===== src/dfa_longest_match_core_macros.svh =====
// Assertion macros shared by the longest-match DFA core.
`ifndef DFA_LONGEST_MATCH_CORE_MACROS_SVH
`define DFA_LONGEST_MATCH_CORE_MACROS_SVH

// Expression holds at every clock edge outside reset.
`define DFA_LM_ASSERT(lbl, expr, msg) \
  lbl: assert property (@(posedge clk_i) disable iff (!rst_ni) (expr)) else $error(msg);

// Consequent holds in the cycle after the antecedent.
`define DFA_LM_ASSERT_NEXT(lbl, ante, cons, msg) \
  lbl: assert property (@(posedge clk_i) disable iff (!rst_ni) (ante) |=> (cons)) \
    else $error(msg);

`endif


===== src/dfa_lm_pkg.sv =====
// Types and constants of the longest-match DFA core.
package dfa_lm_pkg;

  // Default table sizes
  localparam int NUM_STATES_DEF  = 256;
  localparam int TRANS_DEPTH_DEF = 4096;

  // Text limit, capped so that a length fits its 16-bit field
  localparam longint unsigned MAX_TEXT = 64'd65535;
  localparam logic [15:0] TEXT_LIMIT =
    16'((MAX_TEXT < 64'd65535) ? MAX_TEXT : 64'd65535);

  // Stream widths
  localparam int S_TDATA_W = 64;
  localparam int S_TUSER_W = 2;
  localparam int M_TDATA_W = 24;

  // Input item kinds
  typedef enum logic [1:0] {
    ACT_LOAD_STATE = 2'd0,
    ACT_LOAD_TRANS = 2'd1,
    ACT_TEXT       = 2'd2,
    ACT_END        = 2'd3
  } action_e;

  // Walk sequencer
  typedef enum logic {
    ST_RUN   = 1'b0,
    ST_TRANS = 1'b1
  } walk_st_e;

  // Input fields in tdata order, lowest bits last
  typedef struct packed {
    logic [7:0]  text_byte;
    logic        target_none;
    logic [7:0]  target_state;
    logic [11:0] delta_base;
    logic [7:0]  highest_byte;
    logic [7:0]  lowest_byte;
    logic        accepts;
    logic [11:0] entry_index;
  } in_item_t;

  localparam int ITEM_W = $bits(in_item_t);

  // One state table entry
  typedef struct packed {
    logic [11:0] base;
    logic [7:0]  hi;
    logic [7:0]  lo;
    logic        accept;
  } state_entry_t;

  // One transition word
  typedef struct packed {
    logic       none;
    logic [7:0] target;
  } trans_word_t;

  // One result item
  typedef struct packed {
    logic        text_too_long;
    logic [15:0] match_length;
    logic        match_found;
  } result_t;

  localparam int RES_W = $bits(result_t);

endpackage


===== src/dfa_lm_out_buf.sv =====
// Two-entry result buffer between the walk and the master stream.
module dfa_lm_out_buf import dfa_lm_pkg::*; (
  input  logic    clk_i,
  input  logic    rst_ni,
  input  logic    push_i,
  input  result_t res_i,
  output logic    space_o,
  output logic    valid_o,
  input  logic    ready_i,
  output result_t res_o
);

  logic [1:0] count_q, count_d;
  result_t    slot0_q, slot1_q;
  logic       pop;

  assign valid_o = (count_q != 2'd0);
  assign space_o = (count_q != 2'd2);
  assign res_o   = slot0_q;
  assign pop     = valid_o && ready_i;
  assign count_d = count_q + {1'b0, push_i} - {1'b0, pop};

  // Fill count
  always_ff @(posedge clk_i or negedge rst_ni) begin
    if (!rst_ni) begin
      count_q <= 2'd0;
    end else begin
      count_q <= count_d;
    end
  end

  // Slots: slot0 faces the stream
  always_ff @(posedge clk_i) begin
    case ({push_i, pop})
      2'b11: begin
        if (count_q == 2'd1) begin
          slot0_q <= res_i;
        end else begin
          slot0_q <= slot1_q;
          slot1_q <= res_i;
        end
      end
      2'b10: begin
        if (count_q == 2'd0) begin
          slot0_q <= res_i;
        end else begin
          slot1_q <= res_i;
        end
      end
      2'b01: begin
        slot0_q <= slot1_q;
      end
      default: ;
    endcase
  end

endmodule


===== config.mk =====
export PLATFORM = sky130hd
export DESIGN_NAME = dfa_lm_out_buf
export DESIGN_NICKNAME = d
export VERILOG_FILES = /design/src/dfa_longest_match_core_macros.svh /design/src/dfa_lm_pkg.sv /design/src/dfa_lm_out_buf.sv
export SDC_FILE = /design/constraint.sdc
export NUM_CORES = 1
export LEC_CHECK = 0
export BUFFER_PORTS_ARGS = -buffer_cell sky130_fd_sc_hd__buf_2
export CELL_PAD_IN_SITES_DETAIL_PLACEMENT = 1
export CELL_PAD_IN_SITES_GLOBAL_PLACEMENT = 1
export CORE_MARGIN = 3
export CORE_UTILIZATION = 40
export CTS_CLUSTER_SIZE = 20
export DETAILED_ROUTE_END_ITERATION = 8
export PLACE_DENSITY = 0.8
export REMOVE_ABC_BUFFERS = 1
export SLEW_MARGIN = 25
export SYNTH_ARGS = -nofsm -noshare
export SYNTH_HDL_FRONTEND = slang
export SYNTH_SLANG_ARGS = --single-unit
export TNS_END_PERCENT = 30

===== constraint.sdc =====
create_clock -name clk_i -period 1.7 [get_ports clk_i]
set_input_delay 0.34 -clock clk_i [delete_from_list [all_inputs] [get_ports clk_i]]
set_output_delay 0.34 -clock clk_i [all_outputs]
set_load 0.05 [all_outputs]

==> impl_metrics.toml, run 1 <==
[placed_design]
finalWeightedCongestion = 0.695
postPlaceCellArea_um2 = 1800
place_hpwl_mm = 1.87
placement.setup.worst_slack_ns = 0.116
place.port_buffers = 41

[critical_path]
r2r_setup_slack_ns = 0.14
crit_path_top_delay_cell = "sky130_fd_sc_hd__dfrtp_1"
worstSetupPathType = "flip-flop to output port"
crit_arrival_ns = 1.26
setup.worst_path.start_class = "flip-flop"
crit_path_max_fanout = 6
setup.worst_path.end_class = "output port"
worstPathRequired_ns = 1.36
cpPeakStageDelay_ns = 0.43
depth_of_the_worst_register_to_register_path = 4
cell_by_cell_listing_of_the_critical_path = "or2_2 > buf_2"

[pwr]
vdd.ir_drop.worst_mv = 0.711
power_per_cell_area_nw_per_um2 = 1650
clock_power_share_pct = 18.3
fraction_of_power_consumed_by_sequential_logic_pct = 44.3
power.switching_fraction_pct = 36.4
p_leak_nw = 0.754
cellInternalPower_mw = 1.98
net-switching-power_mw = 1.13
comb_power_share_pct = 37.4

[grt]
groute.usage.overall_pct = 13.1
vias_in_the_first_global_route = 840
antenna_found_initial = 0
globalRouteOverflowTotal = 0
largest_net_degree_at_the_start_of_global_routing = 19
grt_first_pass_wirelength_mm = 4.09

[logic_synthesis]
post-synth-top-area-fraction_pct = 72.2
synth-async-reset-ratio_pct = 5.26
synthXorXnorAreaFrac_pct = 0.585
post_synth.cell_area_avg_um2 = 21.4
mappedNetlistArea_um2 = 1500
post_synth_top_flop = "sky130_fd_sc_hd__edfxtp_1"
synth_enable_flop_cells = 36
synthSimpleGateAreaFrac_pct = 1.42
postSynthRegisterBits = 38
ys_types = 16
yosys-top-cells-area = "sky130_fd_sc_hd__edfxtp_1 72%, sky130_fd_sc_hd__mux2_4 10%, sky130_fd_sc_hd__mux2_2 6.8%, sky130_fd_sc_hd__dfrtp_1 3.3%, sky130_fd_sc_hd__buf_12 1.3%"
synth_top_family_by_area = "multiplexers"
muxShareOfSynthArea_pct = 16.8
synth_compound_area_share_pct = 2.93
synthesis.yosys.warnings = 0
ys_seq_area_share_pct = 75.6
synth_top_area_cell = "sky130_fd_sc_hd__edfxtp_1"
synthAdderAreaFrac_pct = 0.836
post_synth_inst_count = 70

[clocking]
holdBufCountCts = 1
post_cts_resize_count = 0
htree_levels = 2
clock_insertion_delay_worst_skew_ns = 0.29
clk_pin_slew_ns = 0.07
cts.sinks = 38
root_buffer = "sky130_fd_sc_hd__clkbuf_8"
post_cts_setup_buffers = 0
cts_made_buffers = 5
cts_tree = "yes"
clockBufferDepth = 2

[cells_and_area]
layout.core_utilization_pct = 54.4
drive_gt1_share_pct = 58.7
n_antenna_cell = 0
final_cell_area_um2 = 1890
area_growth_syn_to_layout_pct = 26.0
finalNetCount = 144
highest_count_cells_in_the_layout_ignoring_fill_and_taps = "41 x sky130_fd_sc_hd__buf_2, 36 x sky130_fd_sc_hd__edfxtp_1, 10 x sky130_fd_sc_hd__mux2_4"
final_common_cell = "sky130_fd_sc_hd__buf_2"

[sta]
number_of_hold_slack_violations_in_the_final_timing_report = 0
finalCritPeriodShare_pct = 94.3
timing.final.max_slew_violations = 0
worst_pin_slew_ns = 0.254
timing.fmax_ghz = 0.624
fin_worst_skew_ns = 0.00514
timing.setup.tns_ns = 0
setup_viol_count_final = 0
timing.hold.ws_ns = 0.243
rsz0062_at_grt = "false"
relSlewSlack_pct = 83.0
final_critical_path_setup_slack_ns = 0.0962
min_period_ns = 1.60

[worst_hold_path]
hold-path-cell-count = 1
worstHoldPathType = "primary input to flip-flop"

[drt]
via_count_of_the_routed_design = 794
detail_route.drc_violations = 0
wl_per_cell_um = 15.5
dr.pass1.iters = 2
viasPerCell = 4.75
detail_route.wirelength_mm = 2.59
route.antenna.remaining_nets = 0
drt-initial-drc-count = 22

[floorplanning]
chipWidth_um = 67.2
io_pins = 42
initial_utilization_pct = 43.1
dieArea_um2 = 4510
floorplan.rows = 21
die_h_um = 67.2
core_region_area_um2 = 3470

[flow_run]
cap_violations = 0

[status]
outcome = "complete, no violations"
cell families after synthesis:
family	Yosys count
fa+ha+maj	1
flops	38
compound gates	5
simple gates	3
xor+xnor	1
buf+inv	3
mux	19
area by class of cell:
| class | count | area (um^2) |
|---|---|---|
| Tap cell | 46 | 57.6 |
| Fill cell | 351 | 1580 |
| Inverter | 2 | 7.51 |
| Clock buffer | 7 | 76.3 |
| Sequential cell | 38 | 1130 |
| Timing Repair Buffer | 45 | 275 |
| Multi-Input combinational cell | 29 | 338 |
final timing paths:
| path | to | startpoint |
|---|---|---|
| hold reg to reg | res_o[9]$_DFFE_PP_ | slot1_q[9]$_DFFE_PP_ |
| hold / removal | slot1_q[6]$_DFFE_PP_ | res_i[6] |
| max in group asynchronous | count_q[1]$_DFF_PN0_ | rst_ni |
| setup / recovery | valid_o | count_q[1]$_DFF_PN0_ |
| setup reg to reg | res_o[2]$_DFFE_PP_ | count_q[0]$_DFF_PN0_ |
| min in group asynchronous | count_q[0]$_DFF_PN0_ | rst_ni |
critical path, delay by kind of cell (launching register included):
kind / cells / cell delay, ns
flops: 1 / 0.43
simple gates: 1 / 0.33
buf+inv: 1 / 0.22
state kept, by name (all words and copies together) (netlist names):
| register | count |
|---|---|
| count_q | 2 |
| res_o | 18 |
| slot1_q | 18 |
power groups by stage:
stage / sequential (mW) / clock (mW) / combinational [mW]
6_report: 1.38 / 0.568 / 1.16
5_1_grt: 1.40 / 0.643 / 1.22
4_1_cts: 1.38 / 0.595 / 1.18
3_5_place_dp: 1.40 / 0 / 1.18
3_3_place_gp: 1.39 / 0 / 1.15
2_1_floorplan: 1.81 / 0 / 0.432
layer usage:
metal	vias to the layer above	GRT usage, %	wire [um]
met4	0	4.56	34
met1	387	14.1	998
li1	371	-	-
met2	31	21.8	1330
met3	5	6.82	227
met5	-	0	0
synthesized netlist by cell type, drive strengths merged (2+ instances only):
cell type   n
dfrtp       2
edfxtp     36
inv         2
mux2       19
stage by stage:
stage               instances  power, mW
floorplan                  69       2.24
global placement          159       2.53
detailed placement        159       2.58
CTS                       167       3.16
global route              167       3.27
finish                    167       3.11
No activity file was read; power rests on OpenSTA's default activity.
==> inputs of run 2 (changes only) <==
==> constraint.sdc (replaced) <==
create_clock -name clk_i -period 2 [get_ports clk_i]
set_input_delay 0.4 -clock clk_i [delete_from_list [all_inputs] [get_ports clk_i]]
set_output_delay 0.4 -clock clk_i [all_outputs]
set_load 0.05 [all_outputs]
==> impl_metrics.toml, run 2 (synthesis gave the netlist of run 1 again) <==
[critical_path]
worstPathRequired_ns = 1.93
setup.worst_path.start_class = "flip-flop"
setup.worst_path.end_class = "flip-flop"
worstSetupPathType = "flip-flop to flip-flop"
crit_arrival_ns = 1.58
crit_path_max_fanout = 18

[placed_design]
place.port_buffers = 41
finalWeightedCongestion = 0.663
placement.setup.worst_slack_ns = 0.333
place_hpwl_mm = 1.94
dpl.cell_count = 158

[pwr]
p_leak_nw = 0.769
power_per_cell_area_nw_per_um2 = 1500
power_total_mw = 2.87
power.switching_fraction_pct = 33.8
net-switching-power_mw = 0.968
cellInternalPower_mw = 1.90
clock_power_share_pct = 26.1
vdd.ir_drop.worst_mv = 1.03
comb_power_share_pct = 33.1
fraction_of_power_consumed_by_sequential_logic_pct = 40.8

[clocking]
htree_levels = 2
cts_tree = "yes"
root_buffer = "sky130_fd_sc_hd__clkbuf_8"
clockBufferDepth = 2
cts.sinks = 38
clock_insertion_delay_worst_skew_ns = 0.28
post_cts_resize_count = 0
clk_pin_slew_ns = 0.07
cts_made_buffers = 5

[cells_and_area]
highest_count_cells_in_the_layout_ignoring_fill_and_taps = "41 x sky130_fd_sc_hd__buf_2, 36 x sky130_fd_sc_hd__edfxtp_1, 10 x sky130_fd_sc_hd__mux2_4"
layout.core_utilization_pct = 55.1
finalNetCount = 143
final_common_cell = "sky130_fd_sc_hd__buf_2"
n_antenna_cell = 0
area_growth_syn_to_layout_pct = 27.6
drive_gt1_share_pct = 59.5
layout.cells.non_filler = 167

[sta]
relSlewSlack_pct = 68.6
finalCritPeriodShare_pct = 82.7
rsz0062_at_grt = "false"
final_critical_path_setup_slack_ns = 0.347
worst_pin_slew_ns = 0.471
fin_worst_skew_ns = 0.00715
min_period_ns = 1.65
setup_viol_count_final = 0
timing.fmax_ghz = 0.605
timing.final.max_slew_violations = 0
timing.setup.tns_ns = 0
number_of_hold_slack_violations_in_the_final_timing_report = 0

[floorplanning]
core_region_area_um2 = 3470
chipWidth_um = 67.2
initial_utilization_pct = 43.1
io_pins = 42
die_h_um = 67.2
dieArea_um2 = 4510
floorplan.rows = 21

[grt]
grt_first_pass_wirelength_mm = 4.15
vias_in_the_first_global_route = 863
largest_net_degree_at_the_start_of_global_routing = 19
antenna_found_initial = 0
groute.usage.overall_pct = 13.5
globalRouteOverflowTotal = 0

[status]
outcome = "complete, no violations"

[drt]
viasPerCell = 4.69
detail_route.drc_violations = 0
dr.pass1.iters = 3
route.antenna.remaining_nets = 0
detail_route.wirelength_mm = 2.68
via_count_of_the_routed_design = 784
drt-initial-drc-count = 14
wl_per_cell_um = 16.0

[worst_hold_path]
worstHoldPathType = "primary input to flip-flop"

[flow_run]
cap_violations = 0
## run 2: cell types whose count changed in the layout (fill, tap and decap cells not counted)
cell | previous run | this run
sky130_fd_sc_hd__clkbuf_1 | 2 | 0
sky130_fd_sc_hd__buf_4 | 0 | 1
sky130_fd_sc_hd__bufinv_16 | 0 | 2
sky130_fd_sc_hd__clkinv_1 | 0 | 1
sky130_fd_sc_hd__buf_12 | 3 | 1
## run 2: layout make-up
type                            count  area, um^2
Clock inverter                      3        63.8
Clock buffer                        5        68.8
Tap cell                           46        57.6
Multi-Input combinational cell     29         338
Fill cell                         350        1560
Inverter                            2        7.51
Sequential cell                    38        1130
Timing Repair Buffer               44         243
## run 2: critical path, cell delays in order, from the launching register on
cell and delay [ns]:
sky130_fd_sc_hd__dfrtp_1 0.43, sky130_fd_sc_hd__or2_2 0.32, sky130_fd_sc_hd__mux2_2 0.54
## run 2: routing by layer
layer | share of wire [%] | track usage (%) | vias up | wire (um)
met5 | 0 | 0 | - | 0
met4 | 1.6 | 6.08 | 0 | 43
met3 | 6.9 | 5.32 | 4 | 184
met2 | 50 | 23.4 | 33 | 1340
met1 | 41 | 14.4 | 379 | 1110
li1 | - | - | 368 | -
## run 2: repair_timing
item	4_1_cts	5_1_grt
buffers inserted	0	0
hold endpoints to repair	2	0
hold buffers	1	0
## run 2: per-stage QoR
| stage | area [um^2] | hold WS (ns) |
|---|---|---|
| 2_1_floorplan | 1480 | 0.104 |
| 6_report | 1910 | 0.306 |
| 4_1_cts | 1910 | 0.293 |
| 5_1_grt | 1910 | 0.287 |
| 3_3_place_gp | 1770 | 0.185 |
| 3_5_place_dp | 1770 | 0.194 |
## run 2: power by group through the flow
| stage | clock network [mW] | logic, mW | registers (mW) |
|---|---|---|---|
| after floorplan | 0 | 0.368 | 1.54 |
| after global placement | 0 | 0.932 | 1.18 |
| after detailed placement | 0 | 0.957 | 1.19 |
| after CTS | 0.770 | 0.961 | 1.17 |
| after global routing | 0.806 | 1.00 | 1.19 |
| final | 0.749 | 0.948 | 1.17 |
## run 2: worst paths after layout
kind / from / to / slack (ns) / cells past startpoint
max: count_q[1]$_DFF_PN0_ / res_o[13]$_DFFE_PP_ / 0.35 / 2
min: res_i[10] / slot1_q[10]$_DFFE_PP_ / 0.31 / 1
max reg2reg: count_q[1]$_DFF_PN0_ / res_o[13]$_DFFE_PP_ / 0.35 / 2
min reg2reg: slot1_q[15]$_DFFE_PP_ / res_o[15]$_DFFE_PP_ / 0.55 / 1
max in group asynchronous: rst_ni / count_q[0]$_DFF_PN0_ / 1.47 / 2
min in group asynchronous: rst_ni / count_q[1]$_DFF_PN0_ / 0.43 / 2
